==> config.mk <==
export PLATFORM = sky130hd
export DESIGN_NAME = blocked_task_wait_list
export DESIGN_NICKNAME = d
export VERILOG_FILES = /design/src/hdl/btwl_pkg.sv /design/src/hdl/btwl_cell.sv /design/src/hdl/blocked_task_wait_list.sv
export SDC_FILE = /design/constraint.sdc
export NUM_CORES = 2
export LEC_CHECK = 0
export BUFFER_PORTS_ARGS = -buffer_cell sky130_fd_sc_hd__buf_2
export CAP_MARGIN = 10
export CORE_MARGIN = 2
export CORE_UTILIZATION = 40
export CTS_BUF_LIST = sky130_fd_sc_hd__clkbuf_16
export CTS_CLUSTER_SIZE = 40
export DETAILED_ROUTE_END_ITERATION = 7
export PLACE_DENSITY = 0.67
export SYNTH_ARGS = -nofsm -noshare
export SYNTH_HDL_FRONTEND = slang
export SYNTH_HIERARCHICAL = 1
export SYNTH_SLANG_ARGS = --single-unit
==> constraint.sdc <==
create_clock -name clk_i -period 12.14 [get_ports clk_i]
set_input_delay 1.214 -clock clk_i [delete_from_list [all_inputs] [get_ports clk_i]]
set_output_delay 1.214 -clock clk_i [all_outputs]
set_load 0.01 [all_outputs]
==> src/hdl/btwl_pkg.sv <==
// Shared types and constants for the blocked task wait list.
// No dependencies; imported by btwl_cell and blocked_task_wait_list.
package btwl_pkg;

  localparam int SLOTS_DEF  = 16;
  localparam int SEMAPHORES = 16;

  localparam int TASK_W  = 8;
  localparam int TIME_W  = 64;
  localparam int SEM_W   = 4;
  localparam int AVAIL_W = 16;

  // Semaphore ids at or above SEMAPHORES never count as available.
  localparam logic [AVAIL_W-1:0] SEM_MASK =
      (SEMAPHORES >= AVAIL_W) ? {AVAIL_W{1'b1}} : AVAIL_W'((17'd1 << SEMAPHORES) - 17'd1);

  // Item kind carried on the input tuser
  localparam logic OP_ADD     = 1'b0;
  localparam logic OP_UNBLOCK = 1'b1;

  typedef enum logic {
    ST_IDLE,
    ST_SEL
  } state_e;

  // Broadcast from the controller to every cell
  typedef struct packed {
    logic               eval;
    logic               commit;
    logic               op;
    logic [TASK_W-1:0]  task_id;
    logic               wait_kind;
    logic [TIME_W-1:0]  wake_time;
    logic [SEM_W-1:0]   sem_id;
    logic [TIME_W-1:0]  now;
    logic [AVAIL_W-1:0] avail;
  } cell_cmd_t;

  // Priority chain passed from cell to cell
  typedef struct packed {
    logic              found;
    logic [TASK_W-1:0] task_id;
    logic              took;
    logic [SEM_W-1:0]  sem_id;
  } chain_t;

endpackage

==> src/hdl/btwl_cell.sv <==
// One wait list slot: stored task entry, ready/free flag and chain link.
// Depends on btwl_pkg.
module btwl_cell (
  input  logic               clk_i,
  input  logic               rst_ni,
  input  btwl_pkg::cell_cmd_t cmd_i,
  input  btwl_pkg::chain_t    chain_i,
  output btwl_pkg::chain_t    chain_o
);
  import btwl_pkg::*;

  logic              used_q;
  logic              kind_q;
  logic [TASK_W-1:0] task_q;
  logic [TIME_W-1:0] wake_q;
  logic [SEM_W-1:0]  sem_q;
  logic              hit_q, hit_d;
  logic              take_q, take_d;
  logic              sem_ok, due, grant;

  always_comb begin
    sem_ok = cmd_i.avail[sem_q];
    due    = (wake_q <= cmd_i.now);
    take_d = used_q & kind_q & sem_ok;
    if (cmd_i.op == OP_ADD) begin
      hit_d = ~used_q;
    end else begin
      hit_d = used_q & (due | (kind_q & sem_ok));
    end
  end

  // first flagged cell down the chain wins
  assign grant = hit_q & ~chain_i.found;

  always_comb begin
    chain_o.found   = chain_i.found | hit_q;
    chain_o.task_id = chain_i.task_id | (grant ? task_q : '0);
    chain_o.took    = chain_i.took | (grant & take_q);
    chain_o.sem_id  = chain_i.sem_id | ((grant & take_q) ? sem_q : '0);
  end

  always_ff @(posedge clk_i or negedge rst_ni) begin
    if (!rst_ni) begin
      used_q <= 1'b0;
      hit_q  <= 1'b0;
      take_q <= 1'b0;
    end else begin
      if (cmd_i.eval) begin
        hit_q  <= hit_d;
        take_q <= take_d;
      end
      if (cmd_i.commit && grant) begin
        used_q <= (cmd_i.op == OP_ADD);
      end
    end
  end

  always_ff @(posedge clk_i) begin
    if (cmd_i.commit && grant && (cmd_i.op == OP_ADD)) begin
      task_q <= cmd_i.task_id;
      kind_q <= cmd_i.wait_kind;
      wake_q <= cmd_i.wake_time;
      sem_q  <= cmd_i.sem_id;
    end
  end

endmodule

==> src/hdl/blocked_task_wait_list.sv <==
// Blocked task wait list: a row of SLOTS cells with a lowest-slot-first grant chain.
// One item at a time: the input is not ready again until the item has committed.
// On input transfer each cell registers its free/ready flag (64-bit time compare);
// then the grant ripples across cells and commits to the output register once free.
// Reset: asynchronous, active low; empties every slot and the output register.
// Depends on btwl_pkg and btwl_cell.
module blocked_task_wait_list #(
  parameter int SLOTS = btwl_pkg::SLOTS_DEF
) (
  input  logic         clk_i,
  input  logic         rst_ni,
  // input stream
  input  logic         s_axis_tvalid_i,
  output logic         s_axis_tready_o,
  // [7:0] task_id, [8] wait_kind, [72:9] wake_time, [76:73] semaphore_id,
  // [140:77] now, [156:141] sem_available, [159:157] zero
  input  logic [159:0] s_axis_tdata_i,
  // [0] op (0 add, 1 unblock)
  input  logic         s_axis_tuser_i,
  // result stream
  output logic         m_axis_tvalid_o,
  input  logic         m_axis_tready_i,
  // [0] released, [8:1] released_task, [9] took_semaphore,
  // [13:10] taken_semaphore, [14] add_refused, [15] zero
  output logic [15:0]  m_axis_tdata_o
);
  import btwl_pkg::*;

  state_e state_q, state_d;

  // item fields held for the commit cycle
  logic              op_q;
  logic [TASK_W-1:0] task_q;
  logic              kind_q;
  logic [TIME_W-1:0] wake_q;
  logic [SEM_W-1:0]  sem_q;

  logic        m_valid_q, m_valid_d;
  logic [15:0] m_data_q, m_data_d;

  logic      s_xfer, commit;
  cell_cmd_t cmd;
  chain_t    chain [SLOTS+1];
  chain_t    tail;

  assign s_axis_tready_o = (state_q == ST_IDLE);
  assign s_xfer          = s_axis_tvalid_i & s_axis_tready_o;
  // commit only when the output register is free or draining this cycle
  assign commit          = (state_q == ST_SEL) & (~m_valid_q | m_axis_tready_i);

  always_comb begin
    cmd.eval      = s_xfer;
    cmd.commit    = commit;
    cmd.op        = (state_q == ST_IDLE) ? s_axis_tuser_i : op_q;
    cmd.task_id   = task_q;
    cmd.wait_kind = kind_q;
    cmd.wake_time = wake_q;
    cmd.sem_id    = sem_q;
    cmd.now       = s_axis_tdata_i[140:77];
    cmd.avail     = s_axis_tdata_i[156:141] & SEM_MASK;
  end

  assign chain[0] = '0;

  for (genvar g = 0; g < SLOTS; g++) begin : g_cell
    btwl_cell u_cell (
      .clk_i   (clk_i),
      .rst_ni  (rst_ni),
      .cmd_i   (cmd),
      .chain_i (chain[g]),
      .chain_o (chain[g+1])
    );
  end

  assign tail = chain[SLOTS];

  // controller
  always_comb begin
    state_d = state_q;
    case (state_q)
      ST_IDLE: begin
        if (s_xfer) state_d = ST_SEL;
      end
      ST_SEL: begin
        if (commit) state_d = ST_IDLE;
      end
      default: state_d = ST_IDLE;
    endcase
  end

  // result assembly and output register
  always_comb begin
    m_valid_d = m_valid_q;
    m_data_d  = m_data_q;
    if (m_axis_tready_i) m_valid_d = 1'b0;
    if (commit) begin
      m_valid_d = 1'b1;
      m_data_d  = '0;
      if (op_q == OP_ADD) begin
        m_data_d[14] = ~tail.found;
      end else if (tail.found) begin
        m_data_d[0]     = 1'b1;
        m_data_d[8:1]   = tail.task_id;
        m_data_d[9]     = tail.took;
        m_data_d[13:10] = tail.sem_id;
      end
    end
  end

  always_ff @(posedge clk_i or negedge rst_ni) begin
    if (!rst_ni) begin
      state_q   <= ST_IDLE;
      m_valid_q <= 1'b0;
    end else begin
      state_q   <= state_d;
      m_valid_q <= m_valid_d;
    end
  end

  always_ff @(posedge clk_i) begin
    m_data_q <= m_data_d;
    if (s_xfer) begin
      op_q   <= s_axis_tuser_i;
      task_q <= s_axis_tdata_i[7:0];
      kind_q <= s_axis_tdata_i[8];
      wake_q <= s_axis_tdata_i[72:9];
      sem_q  <= s_axis_tdata_i[76:73];
    end
  end

  assign m_axis_tvalid_o = m_valid_q;
  assign m_axis_tdata_o  = m_data_q;

  // one item in flight: no new transfer right after one is taken
  a_one_in_flight: assert property (@(posedge clk_i) disable iff (!rst_ni)
    s_xfer |=> !s_axis_tready_o)
    else $error("input taken while an item is in flight");

  // a new result only appears out of the commit cycle
  a_result_from_commit: assert property (@(posedge clk_i) disable iff (!rst_ni)
    $rose(m_valid_q) |-> $past(state_q == ST_SEL))
    else $error("result appeared without a commit");

  // a result is never both a release and a refused add
  a_release_xor_refuse: assert property (@(posedge clk_i) disable iff (!rst_ni)
    m_valid_q |-> !(m_data_q[0] && m_data_q[14]))
    else $error("release and refusal in the same result");

  // a taken semaphore implies a released task
  a_took_needs_release: assert property (@(posedge clk_i) disable iff (!rst_ni)
    (m_valid_q && m_data_q[9]) |-> m_data_q[0])
    else $error("semaphore taken without a release");

endmodule
* Word level (Yosys, flattened, before mapping) *
Index checks and enable logic that the tools add are counted.

storage, ports and cells
  bits in registers = 1,375
  latch bits = 0
  memory bits (writable) = 0
  ROM bits = 0
  input bits = 165
  output and inout bits = 18
  word-level logic and storage cells = 484
  memories kept = 0

cells by class
  $add $sub $neg = 0
  $mul = 0
  div/mod/pow operators = 0
  $lt $le $gt $ge = 32
  equal/unequal tests = 0
  shifts and indexed selects = 0
  multiplexer cells = 87
  bitwise logic cells = 209
  reductions and logical operators = 34

operators by type and width
  kind                                                        number
  <= comparator 64 bit                                        16
  two-way mux 8 bit                                           16
  bitwise OR 8 bit                                            15
  bitwise AND 1 bit                                           97
  less-than comparator 4 x 5 -> 1 bit, second input constant  16
  binary-select mux 1 bit (select 4 bit)                      16
  two-way mux 4 bit                                           16
  bitwise OR 4 bit                                            15
  bitwise OR 1 bit                                            47
  two-way mux 1 bit                                           38
  inverter 1 bit                                              35
  logical AND 1 bit                                           32
  case mux 1 bit (2 select lines)                             1
  AND reduction 2 bit                                         1
  nonzero test 2 bit                                          1

* Depth between registers and ports, before layout *
  depth in word-level cells = 19
  depth in mapped cells = 20
  depth with buffers taken out = 19

* Cells and area by module *
The synthesis kept the hierarchy.

modules (own cells, without submodules)
  module                  instances  cells each  area an instance (um^2)  seq. area each (um^2)
  btwl_cell               16         347         4,357.9                  2,387.3
  blocked_task_wait_list  1          121         3,014.1                  2,842.7

* Worst setup path after synthesis *
OpenSTA, ideal clock, no wires.

  kind = register to register
  start point = register g_cell[0].u_cell.hit_q
  end point = register g_cell[15].u_cell.kind_q (enable)
  data arrival time = 8.269 ns
  slack = 3.356 ns
  cell stages (with the launch flop) = 20
  path buffers = 1
  path through = dfrtp_1 > or2_2 > or2_2 > or2_2 > or2_2 > or2_2 > or2_2 > or2_2 > or2_2 > or2_2 > or2_2 > or2_2 > or2_2 > or2_2 > or2_2 > or2_2 > nor2b_1 > clkbuf_1 > nand2_1 > nor2_1

RTL lines
  element                   line             source
  start: declaration        btwl_cell.sv:17  logic hit_q, hit_d;
  start signal: assignment  btwl_cell.sv:49  hit_q <= hit_d;
  end signal: assignment    btwl_cell.sv:61  kind_q <= cmd_i.wait_kind;
  end: declaration          btwl_cell.sv:13  logic kind_q;

==> metrics <==
Max VDD drop=0.111 mV; slew margin rel.=0.0757; hold crit path type=flip-flop to flip-flop; Leak Pwr=around 35 nW; Primary FF master, synth=edfxtp_1; Sw Share=0.251; Die ar.=around 190,000 um^2; crit end category=flip-flop; synth cell count leaders=edfxtp_1 (1,325), inv_1 (1,104), ha_1 (1,024), a21oi_1 (432), nand4_1 (256); Hold Buf Count CTS=0; Pint=roughly 8.3 mW; total grt overflow=0; initial core utilization=0.402; number of synthesized register bits=~1,400; H-Tree Depth=4; global-route wire length before repair=roughly 310 mm; Startpoint Class=flip-flop; Core Rows=roughly 160; ANT nets after route=0; Post-synth EDFFs=approximately 1,300; Mapped Area=between 70,000 and 80,000 um^2; Net Switching=2.80 mW; Synth area leader=edfxtp_1; dpl cells=8,271; top-count cell post-synth=edfxtp_1; CORE AREA=around 180,000 um^2; cell area after layout=82,200 um^2; CTS Buf Count=about 160; clock share of power=0.416; Clock Skew=0.0571 ns; Synth warnings=6; Area contributors post-synth=edfxtp_1 (55%), ha_1 (18%), inv_1 (5.7%); Post-synth ARST share=0.0364; final slew viol count=0; Clock Latency Late Sink=between 0.8 and 0.9 ns; min Tclk post-route=between 7 and 8 ns; vias in the first global route=about 50,000; Clock Path Buffers=3; Final period util=0.622; IO buf count=~180; I/O pins=roughly 180; Fmax=around 130 MHz; Synth top area share=0.547; DRC=0; Avg Vias per Cell=~5.7; status=complete, no violations; Reg power frac=0.495; DR pass1 iterations=5; final wirelength=215 mm; PwrDens=135 nW/um^2; Die Y=~430 um; Non-Filler Instances=between 8,000 and 9,000; DRT iter0 DRCs=~4,600; Cells after Synth=about 5,700; crit path DAT=between 7 and 8 ns; DPL Wire Length=about 150 mm; RSZ-0062 raised after global routing=false; Root Driver=clkbuf_16; layout cell share with drive strength beyond 1=0.102; clock transition at the registers of the reported paths=roughly 0.06 ns; Crit path required time=12.54 ns; worst-path fanout max=62; CP Class=flip-flop to flip-flop; placed inst area=a little under 80,000 um^2; CTS tree=built; synthesized area per cell=12.8 um^2; Fin Setup TNS=0 ns; Max-cap violations=0; combinational power share=0.089; post-synth cell types=47; Num Clock Sinks=between 1,000 and 1,500; aggregate global-route resource usage=0.230; PostCTS Resize Cnt=0; WL/cell=roughly 25 um; Die Wd=~430 um; # Post-CTS Setup Buffers=0; Final Hold Vio Count=0; Final Setup Violations=0; largest net degree at the start of global routing=66; initial antenna violation count=20; Tightest Pin Transition=roughly 1.4 ns; nets=a little over 7,000; area delta synth->final=13.0%; routed vias=48,800; Seq/Total Area, Yosys=0.564; placer congestion estimate=roughly 0.97
## worst max-delay path, stage by stage (launching register included)
cell	delay, ns
dfrtp_1	0.38
or2_2	0.31
or2_2	0.29
or2_2	0.29
or2_2	0.28
or2_2	0.28
or2_2	0.29
or2_2	0.29
or2_2	0.28
or2_2	0.32
or2_2	0.29
or2_2	0.28
or2_2	0.30
or2_2	0.29
or2_2	0.29
or2_2	0.28
nor2b_1	0.62
nand2_1	0.28
nor2_4	0.48
buf_4	0.89
## cells by family after synthesis
logic type / Yosys count / share of synthesized area
mux: 97 / 0.0307
buf+inv: 1140 / 0.0607
fa+ha+maj: 1024 / 0.176
flops: 1375 / 0.564
xor+xnor: 16 / 0.00193
compound gates: 1089 / 0.0959
simple gates: 931 / 0.0704
other cells: 1 / 0.0000516
## final cells by class
class / count / area [um^2]
Antenna cell: 8 / 20.0
Clock buffer: 158 / 3950
Clock inverter: 127 / 1090
Fill cell: 16000 / 98500
Inverter: 1105 / 4150
Multi-Input combinational cell: 3173 / 27600
Sequential cell: 1375 / 41000
Tap cell: 2370 / 2970
Timing Repair Buffer: 248 / 1420
## state kept, by name, indices dropped and copies added, names as in the netlist
name and count:
g_cell.u_cell/hit_q 16, g_cell.u_cell/kind_q 16, g_cell.u_cell/sem_q 64, g_cell.u_cell/take_q 16, g_cell.u_cell/task_q 128, g_cell.u_cell/used_q 16
g_cell.u_cell/wake_q 1024, kind_q 1, m_axis_tdata_o 15, m_axis_tvalid_o 1, op_q 1, sem_q 4
state_q 1, task_q 8, wake_q 64
## cells in the final DEF, fill, tap and decap left out, types with 18 or more instances in the layout
cell / instances
clkbuf_16: 158
a211oi_1: 32
or2_2: 32
nand2_1: 209
dfrtp_1: 50
nor3_1: 48
clkinv_2: 22
nand4_1: 256
nor4_1: 44
nor4_2: 20
nand3_1: 128
o21ai_0: 144
o21ai_1: 32
a21boi_0: 32
and4_1: 48
clkinv_1: 38
a21o_1: 224
and2_1: 18
nor2b_1: 48
mux4_1: 64
ha_1: 1024
buf_2: 178
a21oi_1: 432
buf_4: 70
inv_1: 1126
nor2_1: 33
edfxtp_1: 1325
## power by group through the flow
stage | Clock (mW) | Combinational (mW) | Sequential (mW)
4_1_cts | 4.71 | 0.981 | 5.51
3_3_place_gp | 0 | 0.931 | 5.61
3_5_place_dp | 0 | 0.973 | 5.61
5_1_grt | 4.90 | 1.09 | 5.52
2_1_floorplan | 0 | 0.597 | 5.50
6_report | 4.63 | 0.991 | 5.51
## path summary, 6_finish.rpt
| kind | from | to | slack [ns] | cells past startpoint |
|---|---|---|---|---|
| worst max-delay path | g_cell[0].u_cell/hit_q$_DFFE_PN0P_ | g_cell[15].u_cell/wake_q[10]$_DFFE_PP_ | 4.59 | 19 |
| worst min-delay path | g_cell[6].u_cell/take_q$_DFFE_PN0P_ | g_cell[6].u_cell/take_q$_DFFE_PN0P_ | 0.53 | 2 |
| worst max register to register | g_cell[0].u_cell/hit_q$_DFFE_PN0P_ | g_cell[15].u_cell/wake_q[10]$_DFFE_PP_ | 4.59 | 19 |
| worst min register to register | g_cell[6].u_cell/take_q$_DFFE_PN0P_ | g_cell[6].u_cell/take_q$_DFFE_PN0P_ | 0.53 | 2 |
| max in group asynchronous | rst_ni | g_cell[4].u_cell/take_q$_DFFE_PN0P_ | 10.94 | 2 |
| min in group asynchronous | rst_ni | m_axis_tvalid_o$_DFFE_PN0P_ | 0.56 | 2 |
## through the flow
stage	worst slack [ns]	hold slack, ns	utilization	power, mW
finish	4.59	0.527	0.455	11.1
floorplan	3.36	0.490	-	6.09
global placement	4.68	0.515	0.427	6.54
global route	4.24	0.524	0.455	11.5
CTS	4.57	0.511	0.455	11.2
detailed placement	4.65	0.513	0.427	6.58
## per-layer routing
layer	part of all wire	track usage	vias to the layer above
met4	0.057	0.127	4
met3	0.081	0.0459	514
met1	0.40	0.289	24400
met2	0.46	0.372	1997
li1	-	-	21900
met5	0.00023	0	-
Note: power is estimated with default switching activity, not from simulation.
